<file path="src/sv/sssd_pkg.sv">
// package: constants and segment font for the seven-segment scan driver
`default_nettype none

package sssd_pkg;

  localparam int unsigned ValueW = 14;
  localparam int unsigned DigitW = 4;
  localparam int unsigned PosW   = 3;
  localparam int unsigned SegW   = 8;
  localparam int unsigned CfgIdxW = 2;

  localparam logic [ValueW-1:0] ValueMax = 14'd9999;

  // reciprocal constants for division by 1000, 100 and 10 over 0..9999
  localparam logic [14:0] RecipThou  = 15'd16778;
  localparam int unsigned ShiftThou  = 24;
  localparam logic [13:0] RecipHund  = 14'd10486;
  localparam int unsigned ShiftHund  = 20;
  localparam logic [13:0] RecipTens  = 14'd13108;
  localparam int unsigned ShiftTens  = 17;

  localparam logic [DigitW-1:0] DigitBlank = 4'd10;

  localparam logic [PosW-1:0] PosOnes  = 3'd0;
  localparam logic [PosW-1:0] PosTens  = 3'd1;
  localparam logic [PosW-1:0] PosColon = 3'd2;
  localparam logic [PosW-1:0] PosHund  = 3'd3;
  localparam logic [PosW-1:0] PosThou  = 3'd4;

  localparam logic [SegW-1:0] SegBlank     = 8'hFF;
  localparam logic [SegW-1:0] SegPointMask = 8'h7F;
  localparam logic [SegW-1:0] ColonOnlyPat = 8'hFC;
  localparam logic [SegW-1:0] ColonAllPat  = 8'hF8;
  localparam logic [SegW-1:0] DotOnlyPat   = 8'hFB;
  localparam logic [SegW-1:0] DotBitMask   = 8'h04;

  localparam logic [CfgIdxW-1:0] CfgZeroFill  = 2'd0;
  localparam logic [CfgIdxW-1:0] CfgDecPoint  = 2'd1;

  function automatic logic [SegW-1:0] digit_font(input logic [DigitW-1:0] d);
    logic [SegW-1:0] s;
    begin
      case (d)
        4'd0:    s = 8'hC0;
        4'd1:    s = 8'hF9;
        4'd2:    s = 8'hA4;
        4'd3:    s = 8'hB0;
        4'd4:    s = 8'h99;
        4'd5:    s = 8'h92;
        4'd6:    s = 8'h83;
        4'd7:    s = 8'hF8;
        4'd8:    s = 8'h80;
        4'd9:    s = 8'h98;
        default: s = SegBlank;
      endcase
      return s;
    end
  endfunction

endpackage

`default_nettype wire

</file>
<file path="src/sv/seven_segment_scan_driver.sv">
// top level: four-digit multiplexed seven-segment scan driver
//
// Each input item is one refresh tick carrying a value (clamped to 9999)
// and colon controls. Each tick yields one result item: the scan position
// shown (ones, tens, colon, hundreds, thousands, repeating) and its
// active-low segment byte. Input and result channels use valid/stall.
// The result passes through an input register, then digit split,
// blanking and font lookup into the result register.
// Throughput is one item per cycle while the result is not stalled;
// the split uses three parallel reciprocal multiplies, which set the
// cycle's logic depth.
// A stalled result stays put; the input register still takes one more
// item, after which in_stall_o rises until the result is taken.
// Config writes (cfg_valid_i/cfg_ready_o, always ready) set zero_fill and
// decimal_point_on; do so only while no item is in flight.
// Reset clears both registers, the scan to the ones position and the
// colon pattern to colon only lit; no items are held after reset.
`default_nettype none

module seven_segment_scan_driver import sssd_pkg::*; (
  input  wire logic               clk_i,
  input  wire logic               rst_ni,
  input  wire logic               in_valid_i,
  output      logic               in_stall_o,
  input  wire logic [ValueW-1:0]  value_i,
  input  wire logic               colon_update_i,
  input  wire logic               colon_off_i,
  input  wire logic               colon_full_i,
  input  wire logic               dot_toggle_i,
  output      logic               out_valid_o,
  input  wire logic               out_stall_i,
  output      logic [PosW-1:0]    position_select_o,
  output      logic [SegW-1:0]    segment_bits_o,
  input  wire logic               cfg_valid_i,
  output      logic               cfg_ready_o,
  input  wire logic [CfgIdxW-1:0] cfg_index_i,
  input  wire logic               cfg_data_i
);

  logic              in_vld_q;
  logic [ValueW-1:0] val_q;
  logic              cupd_q, coff_q, call_q, dtog_q;
  logic              out_vld_q;
  logic [PosW-1:0]   pos_out_q;
  logic [SegW-1:0]   seg_out_q;
  logic [PosW-1:0]   scan_pos_q, scan_pos_d;
  logic [SegW-1:0]   colon_pat_q, colon_pat_d;
  logic              zero_fill_q, dec_point_q;

  logic out_free, move, load_in;

  assign out_free   = !out_vld_q || !out_stall_i;
  assign move       = in_vld_q && out_free;
  assign in_stall_o = in_vld_q && !out_free;
  assign load_in    = in_valid_i && !in_stall_o;
  assign cfg_ready_o = 1'b1;

  // digit split, blanking, colon pattern, segment lookup and next scan position
  logic [28:0]       prod_thou;
  logic [27:0]       prod_hund, prod_tens;
  logic [DigitW-1:0] thou, hund, tens, ones;
  logic [DigitW-1:0] thou_b, hund_b, tens_b;
  logic [6:0]        q100;
  logic [9:0]        q10;
  logic [6:0]        thou_x10;
  logic [9:0]        q100_x10;
  logic [ValueW-1:0] q10_x10;
  logic [6:0]        hund_w;
  logic [9:0]        tens_w;
  logic [ValueW-1:0] ones_w;
  logic [SegW-1:0]   seg_d;

  always_comb begin
    prod_thou = {14'd0, val_q} * {14'd0, RecipThou};
    prod_hund = {14'd0, val_q} * {14'd0, RecipHund};
    prod_tens = {14'd0, val_q} * {14'd0, RecipTens};
    thou = prod_thou[ShiftThou +: DigitW];
    q100 = prod_hund[ShiftHund +: 7];
    q10  = prod_tens[ShiftTens +: 10];
    thou_x10 = {thou, 3'b000} + {2'b00, thou, 1'b0};
    q100_x10 = {q100, 3'b000} + {2'b00, q100, 1'b0};
    q10_x10  = {1'b0, q10, 3'b000} + {3'b000, q10, 1'b0};
    hund_w = q100 - thou_x10;
    tens_w = q10 - q100_x10;
    ones_w = val_q - q10_x10;
    hund = hund_w[DigitW-1:0];
    tens = tens_w[DigitW-1:0];
    ones = ones_w[DigitW-1:0];

    thou_b = thou;
    hund_b = hund;
    tens_b = tens;
    if (!zero_fill_q && thou == 4'd0) begin
      thou_b = DigitBlank;
      if (hund == 4'd0) begin
        hund_b = DigitBlank;
        if (tens == 4'd0) begin
          tens_b = DigitBlank;
        end
      end
    end

    colon_pat_d = colon_pat_q;
    if (cupd_q) begin
      if (!coff_q) begin
        colon_pat_d = call_q ? ColonAllPat : ColonOnlyPat;
      end else begin
        colon_pat_d = call_q ? DotOnlyPat : SegBlank;
      end
    end
    if (dtog_q) begin
      colon_pat_d = colon_pat_d ^ DotBitMask;
    end

    case (scan_pos_q)
      PosOnes:  seg_d = digit_font(ones);
      PosTens:  seg_d = dec_point_q ? (digit_font(tens_b) & SegPointMask)
                                    : digit_font(tens_b);
      PosColon: seg_d = colon_pat_d;
      PosHund:  seg_d = digit_font(hund_b);
      PosThou:  seg_d = digit_font(thou_b);
      default:  seg_d = SegBlank;
    endcase

    scan_pos_d = (scan_pos_q >= PosThou) ? PosOnes : scan_pos_q + 3'd1;
  end

  always_ff @(posedge clk_i or negedge rst_ni) begin
    if (!rst_ni) begin
      in_vld_q    <= 1'b0;
      out_vld_q   <= 1'b0;
      scan_pos_q  <= PosOnes;
      colon_pat_q <= ColonOnlyPat;
      zero_fill_q <= 1'b0;
      dec_point_q <= 1'b0;
    end else begin
      if (load_in) begin
        in_vld_q <= 1'b1;
      end else if (move) begin
        in_vld_q <= 1'b0;
      end
      if (move) begin
        out_vld_q   <= 1'b1;
        scan_pos_q  <= scan_pos_d;
        colon_pat_q <= colon_pat_d;
      end else if (!out_stall_i) begin
        out_vld_q <= 1'b0;
      end
      if (cfg_valid_i && cfg_ready_o) begin
        if (cfg_index_i == CfgZeroFill) begin
          zero_fill_q <= cfg_data_i;
        end else if (cfg_index_i == CfgDecPoint) begin
          dec_point_q <= cfg_data_i;
        end
      end
    end
  end

  always_ff @(posedge clk_i) begin
    if (load_in) begin
      val_q  <= (value_i > ValueMax) ? ValueMax : value_i;
      cupd_q <= colon_update_i;
      coff_q <= colon_off_i;
      call_q <= colon_full_i;
      dtog_q <= dot_toggle_i;
    end
    if (move) begin
      pos_out_q <= scan_pos_q;
      seg_out_q <= seg_d;
    end
  end

  assign out_valid_o       = out_vld_q;
  assign position_select_o = pos_out_q;
  assign segment_bits_o    = seg_out_q;

  a_scan_range: assert property (@(posedge clk_i) disable iff (!rst_ni)
    scan_pos_q <= PosThou)
    else $error("scan position out of range");

  a_pos_order: assert property (@(posedge clk_i) disable iff (!rst_ni)
    move |=> position_select_o == $past(scan_pos_q))
    else $error("result position does not follow scan");

  a_colon_seg: assert property (@(posedge clk_i) disable iff (!rst_ni)
    out_vld_q && position_select_o == PosColon |-> segment_bits_o == colon_pat_q)
    else $error("colon result differs from colon pattern");

  a_stall_full: assert property (@(posedge clk_i) disable iff (!rst_ni)
    in_stall_o |-> in_vld_q && out_vld_q)
    else $error("input stalled with free pipeline");

endmodule

`default_nettype wire

</file>
<file path="config.mk">
export PLATFORM = sky130hd
export DESIGN_NAME = seven_segment_scan_driver
export DESIGN_NICKNAME = d
export VERILOG_FILES = /design/src/sv/sssd_pkg.sv /design/src/sv/seven_segment_scan_driver.sv
export SDC_FILE = /design/constraint.sdc
export NUM_CORES = 1
export LEC_CHECK = 0
export BUFFER_PORTS_ARGS = -buffer_cell sky130_fd_sc_hd__buf_2
export CAP_MARGIN = 20
export CORE_UTILIZATION = 45
export DETAILED_ROUTE_END_ITERATION = 8
export SLEW_MARGIN = 15
export SYNTH_ARGS = -nofsm -noshare
export SYNTH_HDL_FRONTEND = slang
export SYNTH_SLANG_ARGS = --single-unit
</file>
<file path="constraint.sdc">
create_clock -name clk_i -period 13.7 [get_ports clk_i]
set_clock_uncertainty 0.1 [all_clocks]
set_input_delay 1.37 -clock clk_i [delete_from_list [all_inputs] [get_ports clk_i]]
set_output_delay 1.37 -clock clk_i [all_outputs]
set_load 0.005 [all_outputs]
</file>
=== After elaboration in Yosys (flattened, before gate mapping) ===
Memories as Yosys holds them, arrays and structs flattened.
Cells that the tools add are included.

* Add/subtract/negate cells: 7
* $mul: 3
* Magnitude comparators: 2
* Eq/ne operators: 6
* Mux-type cells: 18
* Bitwise operators: 2
* Reduce and logical (&&, ||, !) cells: 18

{| class="wikitable"
|+ Operators by type and width
! operator !! count
|-
| one-hot mux 8 bit (5 select lines) || 1
|-
| multiplier 14 x 14 -> 27 bit (second input constant) || 1
|-
| two-way mux 4 bit || 6
|-
| multiplier 14 x 13 -> 23 bit (second input constant) || 1
|-
| multiplier 14 x 12 -> 19 bit (second input constant) || 1
|-
| two-way mux 8 bit || 2
|-
| two-way mux 3 bit || 5
|-
| > comparator 14 bit (second input constant) || 1
|-
| adder 4 bit || 3
|-
| zero test 4 bit || 3
|-
| subtractor 4 bit || 3
|-
| == test 3 x 2 -> 1 bit (second input constant) || 2
|-
| zero test 1 bit || 5
|-
| logical AND 1 bit || 4
|-
| two-way mux 1 bit || 4
|-
| adder 3 x 1 -> 3 bit (second input constant) || 1
|-
| == test 3 x 1 -> 1 bit (second input constant) || 1
|-
| == test 3 bit (second input constant) || 1
|-
| greater-or-equal comparator 3 bit (second input constant) || 1
|-
| zero test 3 bit || 1
|-
| AND reduction 3 bit || 1
|-
| == test 2 x 1 -> 1 bit (second input constant) || 1
|-
| zero test 2 bit || 1
|-
| inequality test 2 x 1 -> 1 bit (second input constant) || 1
|-
| 4 further kinds || 5
|}

* Flip-flop bits (word level): 44
* Bits in read-only memories: 560
* Bits of input ports: 26
* Output and inout port bits: 14
* Logic and storage cells: 74
* Memories: 5

{| class="wikitable"
|+ Memory list
! name !! words !! bits a word !! read ports !! clocked after Yosys merged registers in !! wr ports !! line !! text
|-
| (no name shown) || 16 || 7 || 1 || 0 || 0 || sssd_pkg.sv:43 || <nowiki>case (d)</nowiki>
|-
| (no name shown) || 16 || 7 || 1 || 0 || 0 || sssd_pkg.sv:43 ||
|-
| (no name shown) || 16 || 7 || 1 || 0 || 0 || sssd_pkg.sv:43 ||
|-
| (no name shown) || 16 || 7 || 1 || 0 || 0 || sssd_pkg.sv:43 ||
|-
| (no name shown) || 16 || 7 || 1 || 0 || 0 || sssd_pkg.sv:43 ||
|}

=== Depth between registers and ports, before layout ===
Gate-level depths: netlist of run 1.
An unclocked memory read counts as a cell.

* Word-level depth: 10
* Depth in mapped cells: 31
* Gate-level depth less buffers: 31

=== Worst setup path before layout of run 1 ===
No wires, ideal clock.

* Kind: register to register
* Start point: register val_q[8]
* End point: register seg_out_q[4] (netlist: segment_bits_o[4]), data pin
* Library setup time: 0.272 ns
* Arrival time: 7.387 ns
* Data required time: 13.328 ns
* Slack: 5.941 ns
* Cell stages (with the launch flop): 30
* Buffers on the path: 0
* Period minus slack after synthesis: 7.759 ns
* Cells stage by stage: edfxtp_1 ha_1 inv_1 fa_1 inv_1 fa_1 inv_1 fa_1 fa_1 inv_1 ha_1 and4_1 nor3_1 o211ai_1 a211oi_1 xor2_1 ha_1 xor2_1 xnor2_1 xnor2_1 xnor2_1 xnor3_1 nor3_1 nand4_1 o21ai_0 ha_1 and3_1 nor3_1 nand4bb_1 or4b_1

* Cells in the longest elaborated chain, start to end: 10
* Elaborated cells on any way between the ends: 26
* Those cells by class: add/sub: 6; mul: 3; mux: 8; reduce/logical: 4; memory: 5

{| class="wikitable"
|+ Ends and longest elaborated chain
! what !! line !! text
|-
| start, declared || seven_segment_scan_driver.sv:41 || <nowiki>logic [ValueW-1:0] val_q;</nowiki>
|-
| start signal, assigned || seven_segment_scan_driver.sv:161 || <nowiki>val_q <= (value_i > ValueMax) ? ValueMax : value_i;</nowiki>
|-
| multiplier 14 x 13 -> 23 bit || seven_segment_scan_driver.sv:75 || <nowiki>prod_hund = {14'd0, val_q} * {14'd0, RecipHund};</nowiki>
|-
| adder 4 bit || seven_segment_scan_driver.sv:81 || <nowiki>q100_x10 = {q100, 3'b000} + {2'b00, q100, 1'b0};</nowiki>
|-
| subtractor 4 bit || seven_segment_scan_driver.sv:84 || <nowiki>tens_w = q10 - q100_x10;</nowiki>
|-
| zero test 4 bit || seven_segment_scan_driver.sv:97 || <nowiki>if (tens == 4'd0) begin</nowiki>
|-
| two-way mux 4 bit || seven_segment_scan_driver.sv:97 ||
|-
| two-way mux 4 bit || seven_segment_scan_driver.sv:95 || <nowiki>if (hund == 4'd0) begin</nowiki>
|-
| two-way mux 4 bit || seven_segment_scan_driver.sv:93 || <nowiki>if (!zero_fill_q && thou == 4'd0) begin</nowiki>
|-
| memory read (16 x 7 bit) || -- ||
|-
| two-way mux 8 bit || seven_segment_scan_driver.sv:117 || <nowiki>PosTens: seg_d = dec_point_q ? (digit_font(tens_b) & SegPointMask)</nowiki>
|-
| one-hot mux 8 bit (5 select lines) * || seven_segment_scan_driver.sv:115 || <nowiki>case (scan_pos_q)</nowiki>
|-
| net seg_d[4] || seven_segment_scan_driver.sv:71 || <nowiki>logic [SegW-1:0] seg_d;</nowiki>
|-
| end signal, assigned || seven_segment_scan_driver.sv:169 || <nowiki>seg_out_q <= seg_d;</nowiki>
|-
| end, declared || seven_segment_scan_driver.sv:45 || <nowiki>logic [SegW-1:0] seg_out_q;</nowiki>
|}

The timed path passes the listed nets; every way through them passes the cells marked *.
A chain may end at the register's enable or synchronous reset.

=== Worst setup path in the final report of run 1 ===
* Start point: register val_q[12]
* End point: register seg_out_q[4] (netlist: segment_bits_o[4]), data pin

Same word-level chain as after synthesis.

==> results.toml, run 1 <==
[synth]
synth.top_cell.area_share_pct = 27.0
yosys.cell_count.top_type = "sky130_fd_sc_hd__inv_1"
post_synth_most_frequent_cells = "sky130_fd_sc_hd__inv_1 (296), sky130_fd_sc_hd__ha_1 (231), sky130_fd_sc_hd__fa_1 (126)"
synth-seq-area-share_pct = 11.7
synth_warnings = 0
library_cell_with_the_largest_summed_area_after_synthesis = "sky130_fd_sc_hd__ha_1"
ys_async_sr_fraction_pct = 34.1
syn-cell-area_um2 = 10700
syn_inst = 1140
synth_ff_type = "sky130_fd_sc_hd__edfxtp_1"
synth_fp_nets = 1523
synth-edff-count = 29
synthTopCellsByArea = "sky130_fd_sc_hd__ha_1 (27%), sky130_fd_sc_hd__fa_1 (24%), sky130_fd_sc_hd__inv_1 (10%)"
synth.ff_latch_count = 44
post_synth_num_cell_types = 84
mean_cell_area_of_the_mapped_netlist_um2 = 9.39

[min_path]
timing.hold.worst.class = "reg2reg"
hp-start = "colon_pat_q[3]"
worst_hold_path.num_cells = 1
hold_end = "colon_pat_q[3]"

[critical_path]
worstReg2RegEnd = "segment_bits_o[4]"
worst-endpoint-arrival_ps = 9030
cp_max_fo = 13
cp-end-kind = "register"
slowest_delay_ps = 780
worst_reg2reg_setup_slack_ps = 4590
critPathMostFrequentCell = "sky130_fd_sc_hd__ha_1"
worst_r2r_startpoint = "val_q[12]"
critPathLaunchType = "register"
path_class = "reg2reg"
worst_path_max_delay_cell = "sky130_fd_sc_hd__edfxtp_1"
reg2regPathDepth = 30
cp_data_required_time_ps = 13620

[cts]
cts_htree_levels = 2
cts_root_buf = "sky130_fd_sc_hd__clkbuf_16"
count_of_hold_fix_buffers_inserted_at_cts = 0
ctsLongestPathBuffers = 2
tritoncts = "yes"
post_cts_buffers = 0
number_of_buffers_added_by_the_clock_tree_synthesis_step = 5
clock_insertion_delay_at_the_later_pin_of_the_skew_report_ps = 280
worst_setup_hold_path_clk_slew_ps = 60
cts_resized = 0
tritoncts_num_sinks = 44

[finish]
layout.nets = 1558
number_of_diodes = 0
seq_area_um2 = 1250
drive_above_1_share_pct = 7.06
synth_to_layout_area_growth_pct = 6.48
multi_input_gate_area_in_the_final_layout_um2 = 8290
filler_cell_count = 2289

[floorplan]
design.core.area_um2 = 23400
die_height_um = 156
num_io_pins = 40
floorplan.die_area_um2 = 24400
row_count = 56
die_x_um = 156
starting_density_of_the_core_pct = 45.7

[sta]
hold_viol_final = 0
grt_setup_unrepaired = "no"
f_max_ghz = 0.110
setup-violations-final = 0
slew_headroom_pct = 38.8
setup_tns_ps = 0
timing.final.crit_share_pct = 66.5
tightestPinTransition_ps = 909
min_period_ps = 9110
finalMaxSlewViolations = 0

[grt]
grt_start_max_net_pins = 19
global_route_wire_length_before_repair_um = 42300
grt_util_all_layers_pct = 22.4
overflow = 0
first_global_vias = 8171
number_of_antenna_violations_at_the_first_check_in_global_routing = 0

[route]
via_density = 5.24
detailroute.via_count = 7840
postRouteWirelength_um = 25500
drt_first_iter_violations = 365
detail_route.wl_per_cell_um = 17.1
drc_errors = 0
detail_route.first_pass.iterations = 5
detail-route-antenna-nets = 0

[placement]
portbufs = 38
place.gp.congestion = 0.882
place_hpwl_um = 22100

[run]
max_cap_violations = 0

[outcome]
status = "finished clean"
## area by class of cell
type	instances	share of cell area (%)
inverters	296	9.75
clock buffers	6	1.22
clock inverters	2	0.0878
flip-flops and latches	44	11.0
multi-input cells	790	72.8
repair buffers	38	1.67
well taps	319	3.50
## worst max-delay path: cells and delay by family (launching register included)
| kind | cells | cell delay [ps] |
|---|---|---|
| flip-flops | 1 | 780 |
| adder cells (fa/ha/maj) | 9 | 2830 |
| buffers and inverters | 4 | 600 |
| XOR/XNOR | 6 | 1670 |
| AO/OA/AOI/OAI | 2 | 600 |
| AND/OR/NAND/NOR | 9 | 2260 |
## registers in the layout, indices dropped and copies added (netlist names)
| name | flops |
|---|---|
| val_q | 14 |
| colon_pat_q | 8 |
| segment_bits_o | 8 |
| position_select_o | 3 |
| scan_pos_q | 3 |
| call_q | 1 |
| coff_q | 1 |
| cupd_q | 1 |
| dec_point_q | 1 |
| dtog_q | 1 |
| in_vld_q | 1 |
| out_valid_o | 1 |
| zero_fill_q | 1 |
## logic make-up after synthesis
| family | Yosys count | synth area share [%] |
|---|---|---|
| multiplexers | 9 | 0.889 |
| AND/OR/NAND/NOR | 203 | 10.0 |
| XOR/XNOR | 40 | 4.19 |
| buffers and inverters | 306 | 10.8 |
| other | 1 | 0.0350 |
| AO/OA/AOI/OAI | 180 | 11.8 |
| flip-flops | 44 | 11.7 |
| adder cells (fa/ha/maj) | 357 | 50.6 |
## worst max-delay path by stage
stage | startpoint | endpoint | slack (ps) | cells after the start
final | val_q[12] | segment_bits_o[4] | 4590 | 30
after global routing | val_q[12] | segment_bits_o[4] | 3800 | 30
after CTS | val_q[12] | segment_bits_o[4] | 4560 | 30
after detailed placement | val_q[12] | segment_bits_o[4] | 4570 | 30
after global placement | val_q[12] | segment_bits_o[4] | 4720 | 30
after floorplan | val_q[8] | segment_bits_o[4] | 5940 | 29
## layer usage
| layer | GRT usage (%) | share of wire, % |
|---|---|---|
| met5 | 0 | 0 |
| met4 | 4.15 | 1.7 |
| met3 | 3.24 | 5.0 |
| met2 | 37.7 | 46 |
| met1 | 30.6 | 47 |
## layout by cell type, fill, tap and decap left out, types with 6 or more instances in the layout
| cell | instances |
|---|---|
| sky130_fd_sc_hd__nor3_1 | 13 |
| sky130_fd_sc_hd__dfrtp_1 | 9 |
| sky130_fd_sc_hd__and3_1 | 9 |
| sky130_fd_sc_hd__inv_1 | 296 |
| sky130_fd_sc_hd__o211ai_1 | 7 |
| sky130_fd_sc_hd__o21ai_0 | 42 |
| sky130_fd_sc_hd__and2_1 | 15 |
| sky130_fd_sc_hd__o21a_1 | 10 |
| sky130_fd_sc_hd__dfstp_2 | 6 |
| sky130_fd_sc_hd__edfxtp_1 | 29 |
| sky130_fd_sc_hd__buf_2 | 38 |
| sky130_fd_sc_hd__a21oi_1 | 41 |
| sky130_fd_sc_hd__fa_1 | 126 |
| sky130_fd_sc_hd__xor2_1 | 12 |
| sky130_fd_sc_hd__a31oi_1 | 7 |
| sky130_fd_sc_hd__nand2_1 | 48 |
| sky130_fd_sc_hd__nand4_1 | 14 |
| sky130_fd_sc_hd__nand3_1 | 18 |
| sky130_fd_sc_hd__xnor2_1 | 20 |
| sky130_fd_sc_hd__nand2b_1 | 17 |
| sky130_fd_sc_hd__nor2_1 | 35 |
| sky130_fd_sc_hd__ha_1 | 231 |
## stage by stage
step	area, µm²	hold slack [ps]	std cells	setup WS, ps	util [%]
after CTS	11400	396	1495	4560	48.7
after global routing	11400	402	1495	3800	48.7
after floorplan	10700	357	1140	5940	-
after detailed placement	11200	386	1487	4570	48.1
after global placement	11200	369	1487	4720	48.1
final	11400	393	1495	4590	48.7
Power of run 1 is not shown: default switching activity piles up to over one toggle a cycle in this logic, so the estimate is an artifact.
==> inputs of run 2 (changes only) <==
==> constraint.sdc (replaced) <==
create_clock -name clk_i -period 8.9 [get_ports clk_i]
set_clock_uncertainty 0.1 [all_clocks]
set_input_delay 0.89 -clock clk_i [delete_from_list [all_inputs] [get_ports clk_i]]
set_output_delay 0.89 -clock clk_i [all_outputs]
set_load 0.005 [all_outputs]
==> run 2 against run 1 <==
Final cell count is 1.8% higher; critical endpoint unchanged; non-clock buffer count is 27 higher; count of clock-buffer cells in the layout is 1 higher; core utilization is 0.91 points higher; routed wire length is 1.3% higher; worst setup slack worse by 4100 ps; critical path depth is 1 higher; design area is 1.9% higher; fmax is 8.8% higher; via count is 0.17% higher.
==> results.toml, run 2 (synthesis gave the netlist of run 1 again) <==
[outcome]
status = "finished clean"

[placement]
post-place-cells = 1508
portbufs = 38
place_hpwl_um = 22600
place.gp.congestion = 0.916

[cts]
clock_insertion_delay_at_the_later_pin_of_the_skew_report_ps = 290
ctsLongestPathBuffers = 2
tritoncts_num_sinks = 44
count_of_hold_fix_buffers_inserted_at_cts = 0
number_of_buffers_added_by_the_clock_tree_synthesis_step = 5
worst_setup_hold_path_clk_slew_ps = 60
tritoncts = "yes"
cts_root_buf = "sky130_fd_sc_hd__clkbuf_16"
cts_htree_levels = 2

[finish]
final_common_cell = "sky130_fd_sc_hd__inv_1"
post_layout_nonfiller_instances = 1522
final_cell_mix = "sky130_fd_sc_hd__inv_1 (296), sky130_fd_sc_hd__ha_1 (231), sky130_fd_sc_hd__fa_1 (126)"
max_ffs_per_register = 14
filler_cell_count = 2297
layout.nets = 1585
synth_to_layout_area_growth_pct = 8.47
drive_above_1_share_pct = 9.06
number_of_diodes = 0
multi_input_gate_area_in_the_final_layout_um2 = 8290
largest_reg_by_ff_count = "val_q"
seq_area_um2 = 1250

[grt]
number_of_antenna_violations_at_the_first_check_in_global_routing = 0
grt_start_max_net_pins = 19
overflow = 0
global_route_wire_length_before_repair_um = 41500
grt_util_all_layers_pct = 22.3
first_global_vias = 7996

[sta]
setup-violations-final = 0
tightestPinTransition_ps = 923
grt_setup_unrepaired = "no"
min_period_ps = 8370
timing.final.crit_share_pct = 94.0
setup_tns_ps = 0
slew_headroom_pct = 37.7
finalMaxSlewViolations = 0
f_max_ghz = 0.119
fin_worst_hold_slack_ps = 388
hold_viol_final = 0

[route]
detail-route-antenna-nets = 0
via_density = 5.16
detailroute.via_count = 7853
postRouteWirelength_um = 25800
drc_errors = 0
detail_route.first_pass.iterations = 5
detail_route.wl_per_cell_um = 17.0
drt_first_iter_violations = 333

[critical_path]
path_class = "reg2reg"
worst_r2r_startpoint = "val_q[6]"
slowest_delay_ps = 540
worstReg2RegEnd = "segment_bits_o[4]"
critPathLaunchType = "register"
worst_path_max_delay_cell = "sky130_fd_sc_hd__edfxtp_1"
cp_data_required_time_ps = 8830
worst_reg2reg_setup_slack_ps = 530
cp-end-kind = "register"
critPathMostFrequentCell = "sky130_fd_sc_hd__ha_1"
reg2regPathDepth = 31
worst-endpoint-arrival_ps = 8300
cp_max_fo = 6

[run]
max_cap_violations = 0

[floorplan]
num_io_pins = 40
row_count = 56
floorplan.die_area_um2 = 24400
die_x_um = 156
design.core.area_um2 = 23400
die_height_um = 156
starting_density_of_the_core_pct = 45.7

[min_path]
timing.hold.worst.class = "in2async"
[run 2: changes by cell type in the layout (fill, tap and decap cells not counted), sizes merged]
cell,delta
clkinv,-2
inv,+1
buf,+27
clkbuf,+1
[run 2: metal layers]
metal  GRT usage (%)  wire length [µm]  up-vias
met3            3.07              1060       27
met2            36.8             11800      173
met1            30.6             12400     3748
li1                -                 -     3905
met5               0                 0        -
met4            6.16               615        0
[run 2: layout make-up]
class,count,share of cell area (%)
sequential,44,10.8
clock buffer,7,1.23
multi-input combinational,790,71.4
clock inverter,1,0.0539
tap,319,3.44
inverter,296,9.57
timing repair buffer,65,3.47
[run 2: stage by stage]
| stage | setup slack, ps | utilization, % | area [µm²] |
|---|---|---|---|
| 2_1_floorplan | 1140 | - | 10700 |
| 3_3_place_gp | 367 | 48.8 | 11400 |
| 3_5_place_dp | 345 | 48.8 | 11400 |
| 4_1_cts | 270 | 49.4 | 11600 |
| 5_1_grt | 55.3 | 49.6 | 11600 |
| 6_report | 530 | 49.6 | 11600 |
[run 2: worst max-delay path by stage]
stage	slack (ps)	start	to	depth (start not counted)
2_1_floorplan	1140	val_q[8]	segment_bits_o[4]	29
3_3_place_gp	370	val_q[2]	segment_bits_o[4]	30
3_5_place_dp	350	val_q[2]	segment_bits_o[4]	30
4_1_cts	270	val_q[2]	segment_bits_o[4]	30
5_1_grt	60	val_q[6]	segment_bits_o[4]	31
6_report	530	val_q[6]	segment_bits_o[4]	31
[run 2: repair_timing]
action,4_1_cts,5_1_grt
gates resized for setup,0,1
setup endpoints to repair,0,1
setup buffers,0,5
[run 2: worst max-delay path, delay by kind of cell, from the launching register on]
family,cells,cell delay [ps]
buffers and inverters,6,660
DFF,1,540
adders and majority gates,8,2790
xor gates and xnor gates,6,1330
AOI/OAI and AO/OA,4,1160
and+or+nand+nor,7,1520
Power of run 2 is left out for the same reason.
